`config.mk`:
```
export PLATFORM = sky130hd
export DESIGN_NAME = illx_walker
export DESIGN_NICKNAME = d
export VERILOG_FILES = /design/src/hw/rtl/assert_macros.svh /design/src/hw/rtl/illx_pkg.sv /design/src/hw/rtl/illx_walker.sv
export SDC_FILE = /design/constraint.sdc
export NUM_CORES = 1
export LEC_CHECK = 0
export ABC_AREA = 1
export BUFFER_PORTS_ARGS = -buffer_cell sky130_fd_sc_hd__buf_2
export CAP_MARGIN = 20
export CORE_UTILIZATION = 35
export DETAILED_ROUTE_END_ITERATION = 7
export PLACE_DENSITY_LB_ADDON = 0.25
export SKIP_LAST_GASP = 1
export SYNTH_ARGS = -nofsm -noshare
export SYNTH_HDL_FRONTEND = slang
export SYNTH_SLANG_ARGS = --single-unit
```
`constraint.sdc`:
```
create_clock -name i_clk -period 1.9 [get_ports i_clk]
set_input_delay 0.19 -clock i_clk [delete_from_list [all_inputs] [get_ports i_clk]]
set_output_delay 0.19 -clock i_clk [all_outputs]
set_load 0.1 [all_outputs]
```
`src/hw/rtl/assert_macros.svh`:
```
// assertion macros shared by the list engine rtl
// no dependencies; bodies vanish when SYNTHESIS is defined
`ifndef ASSERT_MACROS_SVH
`define ASSERT_MACROS_SVH
`ifndef SYNTHESIS
`define ASSERT_ALWAYS(lbl, clk, rst_n, expr) \
    lbl: assert property (@(posedge clk) disable iff (!rst_n) (expr)) \
        else $error("assertion failed");
`define ASSERT_IMPLIES(lbl, clk, rst_n, ante, cons) \
    lbl: assert property (@(posedge clk) disable iff (!rst_n) (ante) |-> (cons)) \
        else $error("assertion failed");
`define ASSERT_NEXT(lbl, clk, rst_n, ante, cons) \
    lbl: assert property (@(posedge clk) disable iff (!rst_n) (ante) |=> (cons)) \
        else $error("assertion failed");
`else
`define ASSERT_ALWAYS(lbl, clk, rst_n, expr)
`define ASSERT_IMPLIES(lbl, clk, rst_n, ante, cons)
`define ASSERT_NEXT(lbl, clk, rst_n, ante, cons)
`endif
`endif

```
`src/hw/rtl/illx_pkg.sv`:
```
// shared types and constants for the indexed linked list engine
// no dependencies
`timescale 1ns / 1ps
`default_nettype none

package illx_pkg;

    localparam int DEF_CAPACITY    = 1024;
    localparam int DEF_VALUE_WIDTH = 32;

    localparam int REQ_W    = 2;
    localparam int ITEM_W   = 32;
    localparam int POS_W    = 10;
    localparam int STATUS_W = 2;
    localparam int LEN_W    = 11;

    localparam logic [REQ_W-1:0] REQ_APPEND = 2'd0;
    localparam logic [REQ_W-1:0] REQ_READ   = 2'd1;
    localparam logic [REQ_W-1:0] REQ_REMOVE = 2'd2;

    localparam logic [STATUS_W-1:0] ST_OK    = 2'd0;
    localparam logic [STATUS_W-1:0] ST_RANGE = 2'd1;
    localparam logic [STATUS_W-1:0] ST_FULL  = 2'd2;

    // link walker status seen by the sequencer
    typedef struct packed {
        logic backward;  // walk follows backward links
        logic last;      // current step is the final one
        logic none;      // target is the head itself (from load inputs)
    } t_walk_stat;

endpackage

`default_nettype wire

```
`src/hw/rtl/illx_walker.sv`:
```
// link walker: picks walk direction and step count, then counts steps down
// depends on illx_pkg
`timescale 1ns / 1ps
`default_nettype none

module illx_walker
    import illx_pkg::*;
#(
    parameter int CAPACITY = DEF_CAPACITY
) (
    input  wire logic                           i_clk,
    input  wire logic                           i_rst_n,
    input  wire logic                           i_load,
    input  wire logic                           i_step,
    input  wire logic [$clog2(CAPACITY+1)-1:0]  i_pos,
    input  wire logic [$clog2(CAPACITY+1)-1:0]  i_count,
    output t_walk_stat                          o_stat
);

    localparam int CW = $clog2(CAPACITY + 1);

    logic          w_backward;
    logic [CW-1:0] w_steps;
    logic [CW-1:0] r_steps;
    logic [CW-1:0] n_steps;
    logic          r_backward;
    logic          n_backward;

    // past half the length the walk goes backward from the head
    assign w_backward = i_pos > (i_count >> 1);
    assign w_steps    = w_backward ? (i_count - i_pos) : i_pos;

    always_comb begin
        n_steps    = r_steps;
        n_backward = r_backward;
        if (i_load) begin
            n_steps    = w_steps;
            n_backward = w_backward;
        end else if (i_step) begin
            n_steps = r_steps - CW'(1);
        end
    end

    always_ff @(posedge i_clk) begin
        if (!i_rst_n) begin
            r_steps    <= '0;
            r_backward <= 1'b0;
        end else begin
            r_steps    <= n_steps;
            r_backward <= n_backward;
        end
    end

    assign o_stat.backward = r_backward;
    assign o_stat.last     = (r_steps == CW'(1));
    assign o_stat.none     = (w_steps == '0);

endmodule

`default_nettype wire
```
==> run metrics, run 1 <==
crit-path cells buf_2 -> inv_1 -> ha_4 -> nand2_1 -> inv_1 -> nand2_2 -> nor2_4 -> nand4_4 -> nand2_8 -> inv_2 -> nand2_1 -> o21ai_1 -> nor2_1 -> nand2_1 -> nor2_4 -> buf_12; Starting DRT DRC Count 61; Sink Count 12; Crit path required time 1710 ps; post-route minimum period 2160 ps; Final Instance Area 2750 um^2; Max VDD drop 0.000246 V; Vias 2065; DP Area 2450 um^2; first drt pass iteration count 4; worst slack, placed -375 ps; internal reg-to-reg setup slack 220 ps; area delta synth->final 55.8%; pwr dens 482 nW/um^2; Async SR Flop Fraction 0%; Routed WL 4630 um; Total GRT Usage 18.9%; worst slew pin tran 485 ps; H-tree Lvls 1; Final setup viols 2; HP Class primary input to flip-flop; post-synth top area cell nand2_1; WP data arrival 1970 ps; row cnt 25; DR WL/cell 10.2 um; crit path capture type output pin; clk_skew 0.770 ps; Synth Instances 303; root buf cell clkbuf_8; core region area 4790 um^2; Final period util 114%; CP startpoint i_count[9]; most frequent cells in the layout nand2_1, buf_4, inv_1; critical path class primary input to output pin; worst skew pair latency 240 ps; max incr delay on CP 260 ps; routability cong. 0.801; total congestion overflow 0; R2R cell count 14; Most used DFF post-synth dfxtp_1; largest net degree at the start of global routing 15; most common cell after layout, fill and taps aside nand2_1; slew margin rel. 67.9%; Critical Path Most Common Cell nand2_1; Yosys cell types 36; Vert. Die Dim 73.1 um; vias per cell 4.55; Avg Inst Size Synth 5.83 um^2; I/O pins 29; Critical Path Start Type primary input; Seq/Total Area, Yosys 13.6%; Hold Crit Start i_rst_n; DIE WIDTH 73.1 um; failing checks setup timing; syn_nets 352; Final Max Slew Viols 0; Worst Hold End r_steps[3]$_SDFFE_PN0P_; leakage power 1.47 nW; YS warnings 0; number of synthesized flops with an enable pin 0; RSZ-0062 raised after global routing yes; final hold vios 0; Worst-path clk slew 50 ps; #FFs+latches synth 12; capturing point of the worst reg2reg path r_steps[8]$_SDFFE_PN0P_; die outline area 5340 um^2; maxcap violations 0; worst-path cell with the longest stage delay ha_4; post-route ant nets 0; r2r startpoint r_steps[0]$_SDFFE_PN0P_; DPL Wire Length 3720 um; ANT cells 0; setup ws final -259 ps; fin nets 438; mapped cell area 1770 um^2; Max Buffers Root-to-Sink 2; number of buffers created by CTS 3; share of layout cells above drive strength 1 36.4%; Hold Path Depth 2; f_max 463 MHz; drc violations 0; status finished with violations; PortBufs 28; Synth area leaders nand2_1, ha_1, dfxtp_1, inv_1, nand3_1; CP max FO 12; initial core utilization 36.9%; CTS tree done; top-area cell type share of the netlist area 18.7%; initial antenna violation count 0; first-pass GRT wire length 8030 um; vias in the first global route 1991; hold_buf cts 0
-- timing repair --
item | CTS | global route
setup buffers | 9 | 1
hold endpoints to repair | 0 | 0
gates resized for setup | 27 | 11
pin swaps | 26 | 4
endpoints found under the setup margin | 1 | 4
-- sequential cells by signal, summed over array words and instances (netlist names) --
name,flops
r_steps,11
r_backward,1
-- routing by layer --
layer | global-route usage, % | vias to the layer above | part of all wire (%)
li1 | - | 1117 | -
met1 | 21.5 | 917 | 44
met2 | 36.8 | 26 | 53
met5 | 0 | - | 0
met4 | 5.88 | 0 | 1.3
met3 | 1.24 | 5 | 1.8
-- kinds of logic (layout without fill, tap and decap cells) --
group                    after synthesis  in the layout  synth area share (%)
buffers and inverters                 70            154                  15.7
flip-flops                            12             12                  13.6
XOR/XNOR                               4              4                  1.98
AND/OR/NAND/NOR                      157            157                  40.3
AO/OA/AOI/OAI                         37             37                  11.7
adder cells (fa/ha/maj)               23             23                  16.7
-- cells in the mapped netlist (2+ instances only) --
master,n
nand3_1,23
nand3b_1,5
dfxtp_1,12
a21oi_1,14
xor2_1,3
nor2_2,2
inv_1,64
nor2_1,25
o21ai_0,12
nand2_2,2
o21ai_1,3
or2_1,2
nor3_1,3
clkbuf_1,2
nand2_1,88
ha_1,22
o21a_1,2
-- power breakdown --
part	switching, mW	internal (mW)
Sequential	0.0257	0.281
Combinational	0.399	0.389
Clock	0.0914	0.140
Total	0.517	0.810
-- worst max-delay path by stage --
stage / endpoint / slack (ps)
5_1_grt: o_stat[0] / -390
3_5_place_dp: o_stat[0] / -370
2_1_floorplan: o_stat[0] / -250
3_3_place_gp: o_stat[0] / -320
4_1_cts: o_stat[0] / -220
6_report: o_stat[0] / -260
-- worst max-delay path: cells and delay by family --
family	cells	cell delay (ps)
and+or+nand+nor	9	980
buffers and inverters	5	460
AOI/OAI and AO/OA	1	80
adders and majority gates	1	260
-- final cells by class --
cell class / instances / area (um^2)
clock buffer: 3 / 41.3
fill: 475 / 2030
inverter: 66 / 263
multi-input combinational: 221 / 1490
sequential: 12 / 240
tap: 67 / 83.8
timing repair buffer: 85 / 636
-- stage by stage --
step                      TNS [ps]  cells  utilization [%]  hold WS (ps)  total power, mW
after floorplan               -326    303                -           421            0.729
after global placement        -426    441             51.2           530            0.976
after detailed placement      -660    441             51.2           532            0.988
after CTS                     -346    453             56.3           272             1.31
after global routing          -680    454             57.5           282             1.45
final                         -446    454             57.5           275             1.33
Power figures use the tool's default switching activity.
==> run 2: changes to the inputs <==
ABC_AREA = default   (was 1)
BUFFER_PORTS_ARGS = -buffer_cell sky130_fd_sc_hd__buf_4   (was -buffer_cell sky130_fd_sc_hd__buf_2)
==> run 2 against run 1 <==
Compared with the run above:
- the flow still finishes with violations (setup timing)
- first-iteration DRC count shrank 39%
- critical path depth down 4
- via count decreased by 22%
- clock-buffer cell count unchanged
- critical path type unchanged
==> run metrics, run 2 <==
crit-path cells buf_8 -> inv_12 -> ha_4 -> inv_2 -> fa_2 -> a21oi_2 -> o21bai_1 -> xor2_1 -> or4_1 -> o31ai_2 -> o21a_4 -> buf_12; most frequent cells in the layout buf_4, inv_1, nor2_1; core region area 4350 um^2; vias per cell 5.02; top-area cell type share of the netlist area 17.3%; WP buf/inv 4; r2r startpoint r_steps[5]$_SDFFE_PN0P_; Max Buffers Root-to-Sink 2; failing checks setup timing; ANT cells 0; WP data arrival 2320 ps; maxcap violations 0; most common cell after layout, fill and taps aside buf_4; max incr delay on CP 520 ps; top cells by count, synth inv_1, nor2_1, ha_1; Final Max Slew Viols 0; Crit path required time 1710 ps; DPL Wire Length 3140 um; Worst Hold End r_steps[8]$_SDFFE_PN0P_; Critical Path Start Type primary input; Hold Crit Start i_rst_n; drc violations 0; Synth Instances 209; worst-path cell with the longest stage delay or4_1; YS warnings 0; most frequent cell after synthesis inv_1; internal reg-to-reg setup slack 190 ps; Vias 1618; status finished with violations; vias in the first global route 1615; number of synthesized flops with an enable pin 0; Vert. Die Dim 69.5 um; Final setup viols 3; first drt pass iteration count 4; Seq/Total Area, Yosys 15.1%; DIE WIDTH 69.5 um; initial antenna violation count 0; R2R cell count 6; Max VDD drop 0.000165 V; Most used DFF post-synth dfxtp_1; root buf cell clkbuf_8; HP Class primary input to flip-flop; CP max FO 2; f_max 398 MHz; PortBufs 28; initial core utilization 36.6%; critical path class primary input to output pin; Util after Layout 52.6%; total congestion overflow 0; final hold vios 0; routability cong. 0.784; Yosys cell types 48; post-route ant nets 0; leakage power 1.09 nW; Synth area leaders ha_1, dfxtp_1, inv_1, nor2_1, mux2i_1; first-pass GRT wire length 6590 um; I/O pins 29; Total GRT Usage 16.3%; TNS Setup -697 ps; Worst-path clk slew 50 ps; share of layout cells above drive strength 1 34.8%; Hold Path Depth 3; number of buffers created by CTS 3; die outline area 4830 um^2; worst skew pair latency 240 ps; clk_skew 1.60 ps; post-route minimum period 2510 ps; H-tree Lvls 1; fin nets 321; setup ws final -613 ps; pwr dens 521 nW/um^2; Avg Inst Size Synth 7.63 um^2; RSZ-0062 raised after global routing yes; post-synth top area cell ha_1; largest net degree at the start of global routing 24; DP Area 2160 um^2; Final Instance Area 2290 um^2; CTS tree done; area delta synth->final 43.7%; DR WL/cell 12.0 um; slew margin rel. 75.7%; Async SR Flop Fraction 0%; top flop regs r_steps: 11 flops, r_backward: 1 flops; max reg flops 11; crit path capture type output pin; #FFs+latches synth 12; row cnt 24; capturing point of the worst reg2reg path r_steps[10]$_SDFFE_PN0P_; Starting DRT DRC Count 37; syn_nets 258; Sink Count 12; mapped cell area 1600 um^2; Reg with most FFs r_steps; family with the most delay on the worst path compound AO/OA/AOI/OAI gates; Routed WL 3880 um; Final period util 132%; worst slew pin tran 361 ps
run 2: cell type report:
type,count,area [um^2]
tap,52,65.1
fill,437,2060
sequential,12,240
inverter,29,121
timing repair buffer,66,531
multi-input combinational,160,1290
clock buffer,3,41.3
run 2: worst max path at each step:
stage               slack [ps]   endpoint  cells past startpoint       start
global route              -740  o_stat[0]                     11    i_pos[1]
detailed placement        -780  o_stat[0]                     12  i_count[0]
floorplan                 -420  o_stat[0]                     10  i_count[0]
CTS                       -680  o_stat[0]                     13  i_count[0]
global placement          -750  o_stat[0]                     12  i_count[0]
finish                    -610  o_stat[0]                     12  i_count[0]
run 2: metal layers:
layer | share of wire, % | global-route usage, % | vias up | wire, um
li1 | - | - | 872 | -
met1 | 47 | 20.2 | 720 | 1830
met2 | 50 | 30.4 | 24 | 1950
met3 | 1.9 | 0.872 | 2 | 75
met4 | 0.49 | 4.08 | 0 | 19
met5 | 0 | 0 | - | 0
run 2: worst min-delay path: stages:
cell,delay (ps)
buf_4,110
o21ai_0,70
a21oi_1,40
run 2: cells by family (layout without fill, tap and decap cells):
| group | after synthesis | in the layout | synth area share (%) |
|---|---|---|---|
| fa+ha+maj | 23 | 23 | 18.5 |
| buf+inv | 37 | 98 | 9.80 |
| xor+xnor | 17 | 17 | 9.33 |
| simple gates | 66 | 66 | 22.4 |
| flops | 12 | 12 | 15.1 |
| compound gates | 46 | 46 | 19.9 |
| mux | 8 | 8 | 5.02 |
run 2: repair_timing:
item,CTS,global route
setup endpoints to repair,6,14
resized for setup,6,11
hold buffers,0,0
pin swaps,3,6
buffers inserted,1,1
run 2: through the flow:
stage               hold WS [ps]  setup slack (ps)  total power, mW  cells
global placement             460              -749            0.935    318
finish                       231              -613             1.20    322
global route                 247              -744             1.29    322
CTS                          227              -676             1.18    322
detailed placement           473              -781            0.941    318
floorplan                    322              -417            0.714    209
run 2: report_power, final:
part,total [mW],switching [mW],internal (mW)
Sequential,0.316,0.0326,0.283
Combinational,0.656,0.322,0.334
Clock,0.223,0.0844,0.139
Total,1.20,0.439,0.756
