==> config.mk <==
export PLATFORM = sky130hd
export DESIGN_NAME = illx_ram
export DESIGN_NICKNAME = d
export VERILOG_FILES = /design/src/hw/rtl/assert_macros.svh /design/src/hw/rtl/illx_ram.sv
export SDC_FILE = /design/constraint.sdc
export NUM_CORES = 1
export LEC_CHECK = 0
export ABC_AREA = 0
export BUFFER_PORTS_ARGS = -buffer_cell sky130_fd_sc_hd__buf_2
export CAP_MARGIN = 20
export CORE_ASPECT_RATIO = 1.2
export CORE_UTILIZATION = 50
export DETAILED_ROUTE_END_ITERATION = 12
export PLACE_DENSITY = 0.65
export RECOVER_POWER = 25
export SYNTH_ARGS = -nofsm -noshare
export SYNTH_HDL_FRONTEND = slang
export SYNTH_SLANG_ARGS = --single-unit
==> constraint.sdc <==
create_clock -name i_clk -period 2.1 [get_ports i_clk]
set_input_delay 0.105 -clock i_clk [delete_from_list [all_inputs] [get_ports i_clk]]
set_output_delay 0.105 -clock i_clk [all_outputs]
set_load 0.02 [all_outputs]
==> src/hw/rtl/assert_macros.svh <==
// assertion macros shared by the list engine rtl
// no dependencies; bodies vanish when SYNTHESIS is defined
`ifndef ASSERT_MACROS_SVH
`define ASSERT_MACROS_SVH
`ifndef SYNTHESIS
`define ASSERT_ALWAYS(lbl, clk, rst_n, expr) \
    lbl: assert property (@(posedge clk) disable iff (!rst_n) (expr)) \
        else $error("assertion failed");
`define ASSERT_IMPLIES(lbl, clk, rst_n, ante, cons) \
    lbl: assert property (@(posedge clk) disable iff (!rst_n) (ante) |-> (cons)) \
        else $error("assertion failed");
`define ASSERT_NEXT(lbl, clk, rst_n, ante, cons) \
    lbl: assert property (@(posedge clk) disable iff (!rst_n) (ante) |=> (cons)) \
        else $error("assertion failed");
`else
`define ASSERT_ALWAYS(lbl, clk, rst_n, expr)
`define ASSERT_IMPLIES(lbl, clk, rst_n, ante, cons)
`define ASSERT_NEXT(lbl, clk, rst_n, ante, cons)
`endif
`endif

==> src/hw/rtl/illx_ram.sv <==
// generic single write, single read ram with registered read data
// no dependencies
`timescale 1ns / 1ps
`default_nettype none

module illx_ram #(
    parameter int WIDTH = 8,
    parameter int DEPTH = 16
) (
    input  wire logic                     i_clk,
    input  wire logic                     i_we,
    input  wire logic [$clog2(DEPTH)-1:0] i_waddr,
    input  wire logic [WIDTH-1:0]         i_wdata,
    input  wire logic [$clog2(DEPTH)-1:0] i_raddr,
    output logic      [WIDTH-1:0]         o_rdata
);

    logic [WIDTH-1:0] r_mem [DEPTH];

    always_ff @(posedge i_clk) begin
        if (i_we) begin
            r_mem[i_waddr] <= i_wdata;
        end
        o_rdata <= r_mem[i_raddr];
    end

endmodule

`default_nettype wire

==> results of run 1 <==
cell usage after synthesis (all sizes together):
cell / instances / share of area
edfxtp: 128 / 0.75
mux4: 32 / 0.15
a22oi: 16 / 0.023
nor2: 13 / 0.0095
nand2: 9 / 0.0066
dfxtp: 8 / 0.031
buf: 7 / 0.011
nor3: 4 / 0.0039
clkdlybuf4s25: 3 / 0.0058
nand2b: 2 / 0.0024
nand3b: 2 / 0.0029
and2: 1 / 0.0012
and2b: 1 / 0.0015
nand3: 1 / 0.00097
nor2b: 1 / 0.0012
or3b: 1 / 0.0017
layout by cell type, fill, tap and decap left out:
| cell | n |
|---|---|
| nand2b_1 | 2 |
| clkinv_1 | 4 |
| dfxtp_1 | 8 |
| clkinv_2 | 3 |
| clkbuf_1 | 13 |
| nand3_1 | 1 |
| nor2_1 | 13 |
| nand2_1 | 9 |
| or3b_2 | 1 |
| and2b_1 | 1 |
| nor2b_1 | 1 |
| a22oi_1 | 16 |
| nor3_1 | 4 |
| mux4_2 | 18 |
| and2_1 | 1 |
| edfxtp_1 | 128 |
| nand3b_1 | 2 |
| buf_4 | 19 |
| mux4_1 | 14 |
| clkbuf_16 | 17 |
| buf_12 | 2 |
| buf_2 | 19 |
cell type report:
class,count,share of cell area
Sequential cell,136,0.667
Multi-Input combinational cell,83,0.176
Clock buffer,24,0.0753
Timing Repair Buffer,46,0.0500
Tap cell,126,0.0263
Clock inverter,7,0.00500
stage by stage:
stage	power [µW]	setup slack [ns]	hold slack, ns	util	cell area, µm²
2_1_floorplan	3280	0.502	0.204	-	5150
3_3_place_gp	3410	0.495	0.497	0.552	5530
3_5_place_dp	3410	0.485	0.503	0.552	5530
4_1_cts	5840	0.706	0.0657	0.600	6010
5_1_grt	5980	0.614	0.0994	0.600	6000
6_report	5790	0.694	0.105	0.600	6000
registers in the layout (all words and copies together) (netlist names):
register,count
r_mem,128
o_rdata,8
per-layer routing:
metal  GRT usage  wire [µm]  share of wire
met1       0.279       4050           0.41
met5           0          0              0
met2       0.314       4930           0.50
met4       0.106        223          0.023
met3      0.0605        592          0.060
worst max-delay path by stage:
stage                           start           to  slack [ns]  cells past startpoint
after floorplan            i_waddr[2]  r_mem[0][0]        0.50                      2
after global routing      r_mem[1][3]   o_rdata[3]        0.61                      3
after CTS                 r_mem[1][3]   o_rdata[3]        0.71                      3
final                     r_mem[1][3]   o_rdata[3]        0.69                      3
after detailed placement   i_raddr[0]   o_rdata[3]        0.49                      5
after global placement     i_raddr[0]   o_rdata[3]        0.50                      5
power breakdown:
part,switching (µW),total (µW),leakage [µW],internal [µW]
Sequential,18.0,3060,0.00122,3040
Clock,960,2430,0.000236,1470
Combinational,177,298,0.000575,121
Total,1160,5790,0.00203,4630
critical path: stages, from the launching register on:
cell and delay (ns):
edfxtp_1 0.35, mux4_1 0.57, a22oi_1 0.27, nand2_1 0.10
logic make-up (layout without fill, tap and decap cells):
logic type,Yosys count,after routing,synth area share
buffers and inverters,10,77,0.0168
muxes,32,32,0.150
and+or+nand+nor,35,35,0.0318
DFF,136,136,0.778
AOI/OAI and AO/OA,16,16,0.0233
==> impl_metrics.csv, run 1 <==
group,metric,value,unit
drt,drt_iter0_drc,195,
cts,clock_latency,0.41,ns
layout,drive_gt1_frac,0.267,
layout,nets,302,
timing,max_freq,711,MHz
setup_path,cp_max_fo,1,
global_route,grt_usage,0.209,
worst_hold_path,whs_path_depth,1,
worst_hold_path,hold_end,"r_mem[8][0]",
drt,wl_per_cell,23.2,µm
pwr,power_density,965,nW/µm²
setup_path,cp_data_arrival_time,1.69,ns
drt,postRouteWirelength,9790,µm
setup_path,timing.rr.start,"r_mem[1][3]",
global_route,grt_max_degree,33,
floorplanning,die_w,94.6,µm
timing,hold_violations,0,
timing,fin_setup_tns,0,ns
layout,diodes,0,
cts,cts.sinks,136,
drt,detail-route-antenna-nets,0,
synth,netlist_instances,229,
synth,postSynthAreaPerCell,22.5,µm²
synth,syn_area,5150,µm²
timing,post-route-min-period,1.41,ns
timing,tightest_slew,0.695,ns
pwr,p_leak,0.00203,µW
setup_path,cp-end-kind,"flip-flop",
synth,yosysWarnings,0,
floorplanning,start_util,0.514,
pwr,max-vdd-ir-drop,0.000609,V
timing,maxSlewViolCount,0,
layout,layoutNonFillerInstCount,422,
cts,numCtsBuffers,17,
floorplanning,die_area,10700,µm²
cts,cts_tree,"done",
cts,htreeDepth,4,
cts,clk_pin_slew,0.05,ns
cts,cts.path.max_buffers,2,
setup_path,ff2ff_setup_slack,0.69,ns
placement,io_buffer_count,25,
cts,ctsHoldBuffers,0,
timing,setup_viol,0,
global_route,grt_pass1_wl,15000,µm
placement,gp_congestion,0.736,
timing,clock_skew,0.00600,ns
cts,cts_setup_buffers,0,
timing,fin_crit_sh,0.669,
floorplanning,ioPinCount,26,
synth,synth_cell_types,19,
job,maxCapViolCount,0,
cts,cts_root_buf,"clkbuf_16",
global_route,antenna_found_initial,0,
cts,cts_resized,0,
global_route,grt-ovfl-total,0,
setup_path,start_kind,"flip-flop",
drt,firstDrtPassIters,4,
setup_path,critPathKind,"flip-flop to flip-flop",
floorplanning,die_y,113,µm
drt,drc,0,
layout,nFillCells,743,
synth,synth-seq-cells,136,
timing,rsz0062_at_grt,"false",
worst_hold_path,min-delay-start,"i_wdata[0]",
floorplanning,fp-row-count,40,
setup_path,crit_required,2.39,ns
setup_path,r2r-end,"o_rdata[3]",
layout,area_delta_synth_final,16.6,%
layout,multi_input_area,1060,µm²
placement,dp_cells,391,
setup_path,r2r_cells,3,
timing,relSlewSlack,0.536,
floorplanning,coreArea,10000,µm²
status,status,"completed",
drt,avgViaCountPerCell,5.85,
synth,syn-num-nets,247,
layout,ff_latch_area,4000,µm²
drt,num_vias,2469,
global_route,grt_pass1_vias,2591,
placement,dp_hpwl,6200,µm
worst_hold_path,min-delay-path-class,"primary input to flip-flop",
synth,seq_area_frac_synth,0.778,
Power figures use the tool's default switching activity.
==> inputs of run 2 (changes only) <==
ABC_AREA = 1   (was 0)
PLACE_DENSITY = 0.68   (was 0.65)
clock period = 1.2 ns   (was 2.1 ns; I/O delays follow)
==> run 2 against run 1 <==
Wire length increased by 31%. Worst hold slack got worse by 0.039 ns. Clock power up 89%. Critical endpoint is now o_rdata[0]. Largest power group unchanged.
==> impl_metrics.csv, run 2 <==
group,metric,value,unit
status,status,"completed",
global_route,antenna_found_initial,0,
timing,tightest_slew,0.875,ns
synth,synth.top_cell.area_share,0.667,
layout,regMostFlops,"r_mem",
pwr,p_sw_frac,0.216,
setup_path,cp-end-kind,"output port",
floorplanning,die_y,120,µm
setup_path,crit_required,1.14,ns
global_route,grt_pass1_vias,3918,
cts,cts_setup_buffers,0,
global_route,grt_pass1_wl,20500,µm
pwr,pwr-share-seq,0.503,
cts,clk_pin_slew,0.05,ns
synth,syn-num-nets,569,
pwr,intPower,8340,µW
cts,htreeDepth,4,
floorplanning,die_w,100,µm
drt,drc,0,
synth,seq_area_frac_synth,0.694,
synth,synth_edf_count,128,
timing,rsz0062_at_grt,"false",
layout,largest_registers,"r_mem (128), o_rdata (8)",
setup_path,cp_cell_sequence,"buf_2",
setup_path,crit_slowest_cell,"dfxtp_1",
floorplanning,start_util,0.518,
setup_path,cp_max_fo,1,
timing,hold_violations,0,
placement,gp_congestion,0.840,
timing,setup_viol,0,
setup_path,cpPeakStageDelay,0.37,ns
pwr,power_density,1590,nW/µm²
layout,layout_common_cells,"nand2_1, edfxtp_1, inv_1, nand3_1, buf_4",
layout,diodes,0,
pwr,power_frac_clock,0.431,
synth,ys_top_cells_by_count,"nand2_1, edfxtp_1, inv_1",
cts,ctsHoldBuffers,0,
setup_path,start_kind,"flip-flop",
synth,synth_compound_area_frac,0,
cts,clock_latency,0.41,ns
synth,synth_mux_area_frac,0,
pwr,p_sw,2300,µW
layout,post-route-util,0.602,
timing,maxSlewViolCount,0,
layout,nets,616,
drt,avgViaCountPerCell,5.09,
pwr,p_leak,0.00292,µW
synth,ys_async_sr_fraction,0,
cts,cts_resized,0,
drt,postRouteWirelength,12900,µm
setup_path,critPathKind,"flip-flop to output port",
worst_hold_path,min-delay-path-class,"primary input to flip-flop",
drt,wl_per_cell,16.8,µm
timing,fin_setup_tns,0,ns
global_route,grt_usage,0.239,
setup_path,crit_buf_inv,1,
pwr,p_comb_frac,0.066,
job,maxCapViolCount,0,
synth,syn_area,5770,µm²
synth,yosysWarnings,0,
timing,max_freq,975,MHz
synth,yosysTopAreaCell,"edfxtp_1",
synth,synth-xor-area-share,0,
pwr,max-vdd-ir-drop,0.00103,V
floorplanning,die_area,12000,µm²
setup_path,cp_data_arrival_time,0.97,ns
drt,detail-route-antenna-nets,0,
cts,cts.path.max_buffers,2,
timing,fin_crit_sh,0.855,
timing,clock_skew,0.00703,ns
layout,drive_gt1_frac,0.119,
synth,synth_most_common_cell,"nand2_1",
synth,synth.top_cells.by_area,"edfxtp_1, nand2_1, nand3_1, inv_1, dfxtp_1",
drt,drt_iter0_drc,406,
synth,netlist_instances,551,
cts,cts.sinks,136,
global_route,grt_max_degree,65,
placement,dp_hpwl,8110,µm
global_route,grt-ovfl-total,0,
layout,final_common_cell,"nand2_1",
synth,synth_fa_ha_area_frac,0,
synth,synth_cell_types,12,
layout,largest_reg_flops,128,
synth,synth-seq-cells,136,
placement,io_buffer_count,25,
drt,firstDrtPassIters,6,
drt,num_vias,3896,
cts,cts_tree,"done",
floorplanning,fp-row-count,42,
synth,synth_flop_cell,"edfxtp_1",
setup_path,crit_family,"flip-flops",
timing,relSlewSlack,0.416,
cts,cts_root_buf,"clkbuf_16",
cts,numCtsBuffers,17,
synth,synth_top_family_by_area,"simple AND/OR/NAND/NOR gates",
synth,synth-simple-area-share,0.210,
floorplanning,ioPinCount,26,
synth,postSynthAreaPerCell,10.5,µm²
layout,nFillCells,924,
layout,area_delta_synth_final,16.2,%
floorplanning,coreArea,11100,µm²
timing,post-route-min-period,1.03,ns
## run 2: cell families after synthesis
family | count (synthesis)
buf+inv | 126
simple gates | 289
flops | 136
## run 2: path summary, 6_finish.rpt
path,startpoint,to,slack [ns],depth (start not counted)
worst min-delay path,i_raddr[3],o_rdata[7],0.07,4
worst max-delay path,o_rdata[0],o_rdata[0],0.17,1
worst max register to register,r_mem[1][6],o_rdata[6],0.18,6
worst min register to register,r_mem[2][3],o_rdata[3],0.68,6
## run 2: final cells by class
cell class                      instances  area [µm²]  area share
Tap cell                              154         193      0.0288
Sequential cell                       136        4000       0.597
Clock inverter                         10        80.1      0.0119
Timing Repair Buffer                   52         384      0.0573
Clock buffer                           22         444      0.0663
Inverter                              102         383      0.0571
Multi-Input combinational cell        289        1210       0.181
## run 2: per-layer routing
metal | vias up | GRT usage | routed length, µm
li1 | 1865 | - | -
met1 | 1828 | 0.311 | 5190
met2 | 174 | 0.381 | 6350
met3 | 29 | 0.0547 | 873
met4 | 0 | 0.116 | 441
met5 | - | 0 | 0
## run 2: through the flow
| stage | std cells | hold WS (ns) | setup slack (ns) | cell area [µm²] | total power (µW) |
|---|---|---|---|---|---|
| final | 765 | 0.0657 | 0.174 | 6700 | 10600 |
| after global routing | 765 | 0.0829 | 0.115 | 6700 | 11000 |
| after CTS | 765 | 0.0541 | 0.162 | 6710 | 10700 |
| after detailed placement | 733 | 0.475 | 0.0469 | 6180 | 6160 |
| after global placement | 733 | 0.478 | 0.0915 | 6180 | 6140 |
| after floorplan | 551 | 0.159 | 0.189 | 5770 | 5850 |
## run 2: power by group through the flow
| stage | sequential (µW) | clock (µW) | combinational, µW |
|---|---|---|---|
| 2_1_floorplan | 5470 | 0 | 375 |
| 3_3_place_gp | 5440 | 0 | 695 |
| 3_5_place_dp | 5450 | 0 | 709 |
| 4_1_cts | 5350 | 4660 | 714 |
| 5_1_grt | 5360 | 4840 | 783 |
| 6_report | 5350 | 4590 | 707 |
==> inputs of run 3 (changes only) <==
CELL_PAD_IN_SITES_DETAIL_PLACEMENT = 0   (was not set)
CELL_PAD_IN_SITES_GLOBAL_PLACEMENT = 2   (was not set)
CORE_UTILIZATION = 36   (was 50)
PLACE_DENSITY = 0.72   (was 0.68)
==> run 3 against run 2 <==
Clock skew grew 0.0045 ns. Global-route usage shrank 5.5 points. Die area grew 38%. Fmax shrank 4.5%. Critical path type unchanged. Highest routed layer unchanged.
==> impl_metrics.csv, run 3 (same netlist as run 2, synthesis figures left out) <==
group,metric,value,unit
status,status,"completed",
drt,wl_per_cell,17.0,µm
setup_path,cp_data_arrival_time,1.01,ns
timing,relSlewSlack,0.514,
cts,cts.sinks,136,
setup_path,ff2ff_setup_slack,0.17,ns
drt,avgViaCountPerCell,4.56,
placement,dp_hpwl,9310,µm
layout,final_common_cell,"nand2_1",
placement,pre_cts_ws,0.0254,ns
layout,nFillCells,1515,
cts,cts_tree,"done",
setup_path,r2r-end,"o_rdata[0]",
worst_hold_path,min-delay-start,"i_wdata[2]",
timing,setup_viol,0,
floorplanning,start_util,0.369,
global_route,grt_usage,0.185,
timing,rsz0062_at_grt,"false",
worst_hold_path,min-delay-path-class,"primary input to flip-flop",
cts,cts.path.max_buffers,2,
setup_path,cp-end-kind,"output port",
cts,cts_root_buf,"clkbuf_16",
floorplanning,coreArea,15600,µm²
setup_path,cpPeakStageDelay,0.40,ns
setup_path,cp_max_fo,1,
pwr,p_leak,0.00300,µW
timing,final.setup.worst_slack,0.125,ns
setup_path,cp-startpoint,"o_rdata[7]",
cts,cts_resized,0,
global_route,busiest_layer,"met2",
layout,drive_gt1_frac,0.139,
global_route,antenna_found_initial,0,
global_route,grt_max_degree,32,
setup_path,r2r_cells,6,
setup_path,timing.rr.start,"r_mem[0][0]",
setup_path,crit_required,1.14,ns
layout,regMostFlops,"r_mem",
timing,hold_violations,0,
cts,numCtsBuffers,17,
setup_path,crit_family,"flip-flops",
drt,num_vias,3772,
pwr,power_density,1610,nW/µm²
layout,nets,625,
drt,detail-route-antenna-nets,0,
cts,clock_latency,0.42,ns
cts,cts_setup_buffers,0,
cts,ctsHoldBuffers,0,
timing,post-route-min-period,1.07,ns
timing,clock_skew,0.0115,ns
placement,place_area,6340,µm²
job,maxCapViolCount,0,
timing,maxSlewViolCount,0,
setup_path,crit_slowest_cell,"dfxtp_1",
global_route,use_met1,0.224,
drt,drc,0,
floorplanning,die_w,118,µm
layout,area_delta_synth_final,19.9,%
drt,postRouteWirelength,14100,µm
worst_hold_path,hold_end,"r_mem[1][2]",
layout,largest_registers,"r_mem (128), o_rdata (8)",
setup_path,crit_buf_inv,1,
floorplanning,ioPinCount,26,
pwr,max-vdd-ir-drop,0.000789,V
drt,drt_iter0_drc,226,
floorplanning,die_area,16500,µm²
layout,layout_common_cells,"nand2_1, edfxtp_1, inv_1, nand3_1, buf_4",
setup_path,cp_cell_sequence,"buf_2",
cts,htreeDepth,4,
layout,final_cell_area,6910,µm²
global_route,global_route.usage.met2,0.320,
placement,gp_congestion,0.738,
floorplanning,fp-row-count,50,
worst_hold_path,whs_path_depth,1,
cts,clk_pin_slew,0.06,ns
timing,fin_crit_sh,0.895,
setup_path,start_kind,"flip-flop",
global_route,use_met3,0.0405,
global_route,grt-ovfl-total,0,
timing,fin_setup_tns,0,ns
setup_path,critPathKind,"flip-flop to output port",
floorplanning,die_y,141,µm
layout,diodes,0,
global_route,grt_pass1_wl,21900,µm
layout,largest_reg_flops,128,
drt,firstDrtPassIters,6,
global_route,grt_pass1_vias,3736,
placement,io_buffer_count,25,
timing,max_freq,931,MHz
timing,tightest_slew,0.729,ns
[run 3: through the flow]
stage | utilization | std cells | power, µW | hold slack, ns
floorplan | - | 551 | 5850 | 0.159
global placement | 0.406 | 796 | 6200 | 0.470
detailed placement | 0.406 | 796 | 6200 | 0.476
CTS | 0.442 | 828 | 11300 | 0.0284
global route | 0.442 | 828 | 11500 | 0.0643
finish | 0.442 | 828 | 11200 | 0.0652
[run 3: worst max path at each step]
stage	cells past startpoint	endpoint	slack, ns
6_report	1	o_rdata[7]	0.13
5_1_grt	6	o_rdata[0]	0.09
4_1_cts	1	o_rdata[7]	0.10
3_5_place_dp	8	o_rdata[0]	0.03
3_3_place_gp	9	o_rdata[0]	0.02
2_1_floorplan	2	r_mem[10][0]	0.19
[run 3: final cells by class]
type	count	area (µm²)	share of cell area
inverters	102	383	0.0554
flip-flops and latches	136	4000	0.579
clock buffers	24	482	0.0697
well taps	208	260	0.0376
clock inverters	8	95.1	0.0138
multi-input cells	289	1210	0.176
repair buffers	61	477	0.0689
[run 3: where the power goes]
group	switching (µW)	internal, µW	leakage, µW
registers	34.4	5310	0.00122
clock network	1860	3210	0.000280
logic	498	242	0.00149
total	2390	8760	0.00300
[run 3: routing by layer]
| layer | vias to the layer above | share of wire |
|---|---|---|
| met5 | - | 0 |
| met1 | 1824 | 0.45 |
| met3 | 10 | 0.029 |
| met4 | 0 | 0.011 |
| met2 | 56 | 0.51 |
| li1 | 1882 | - |
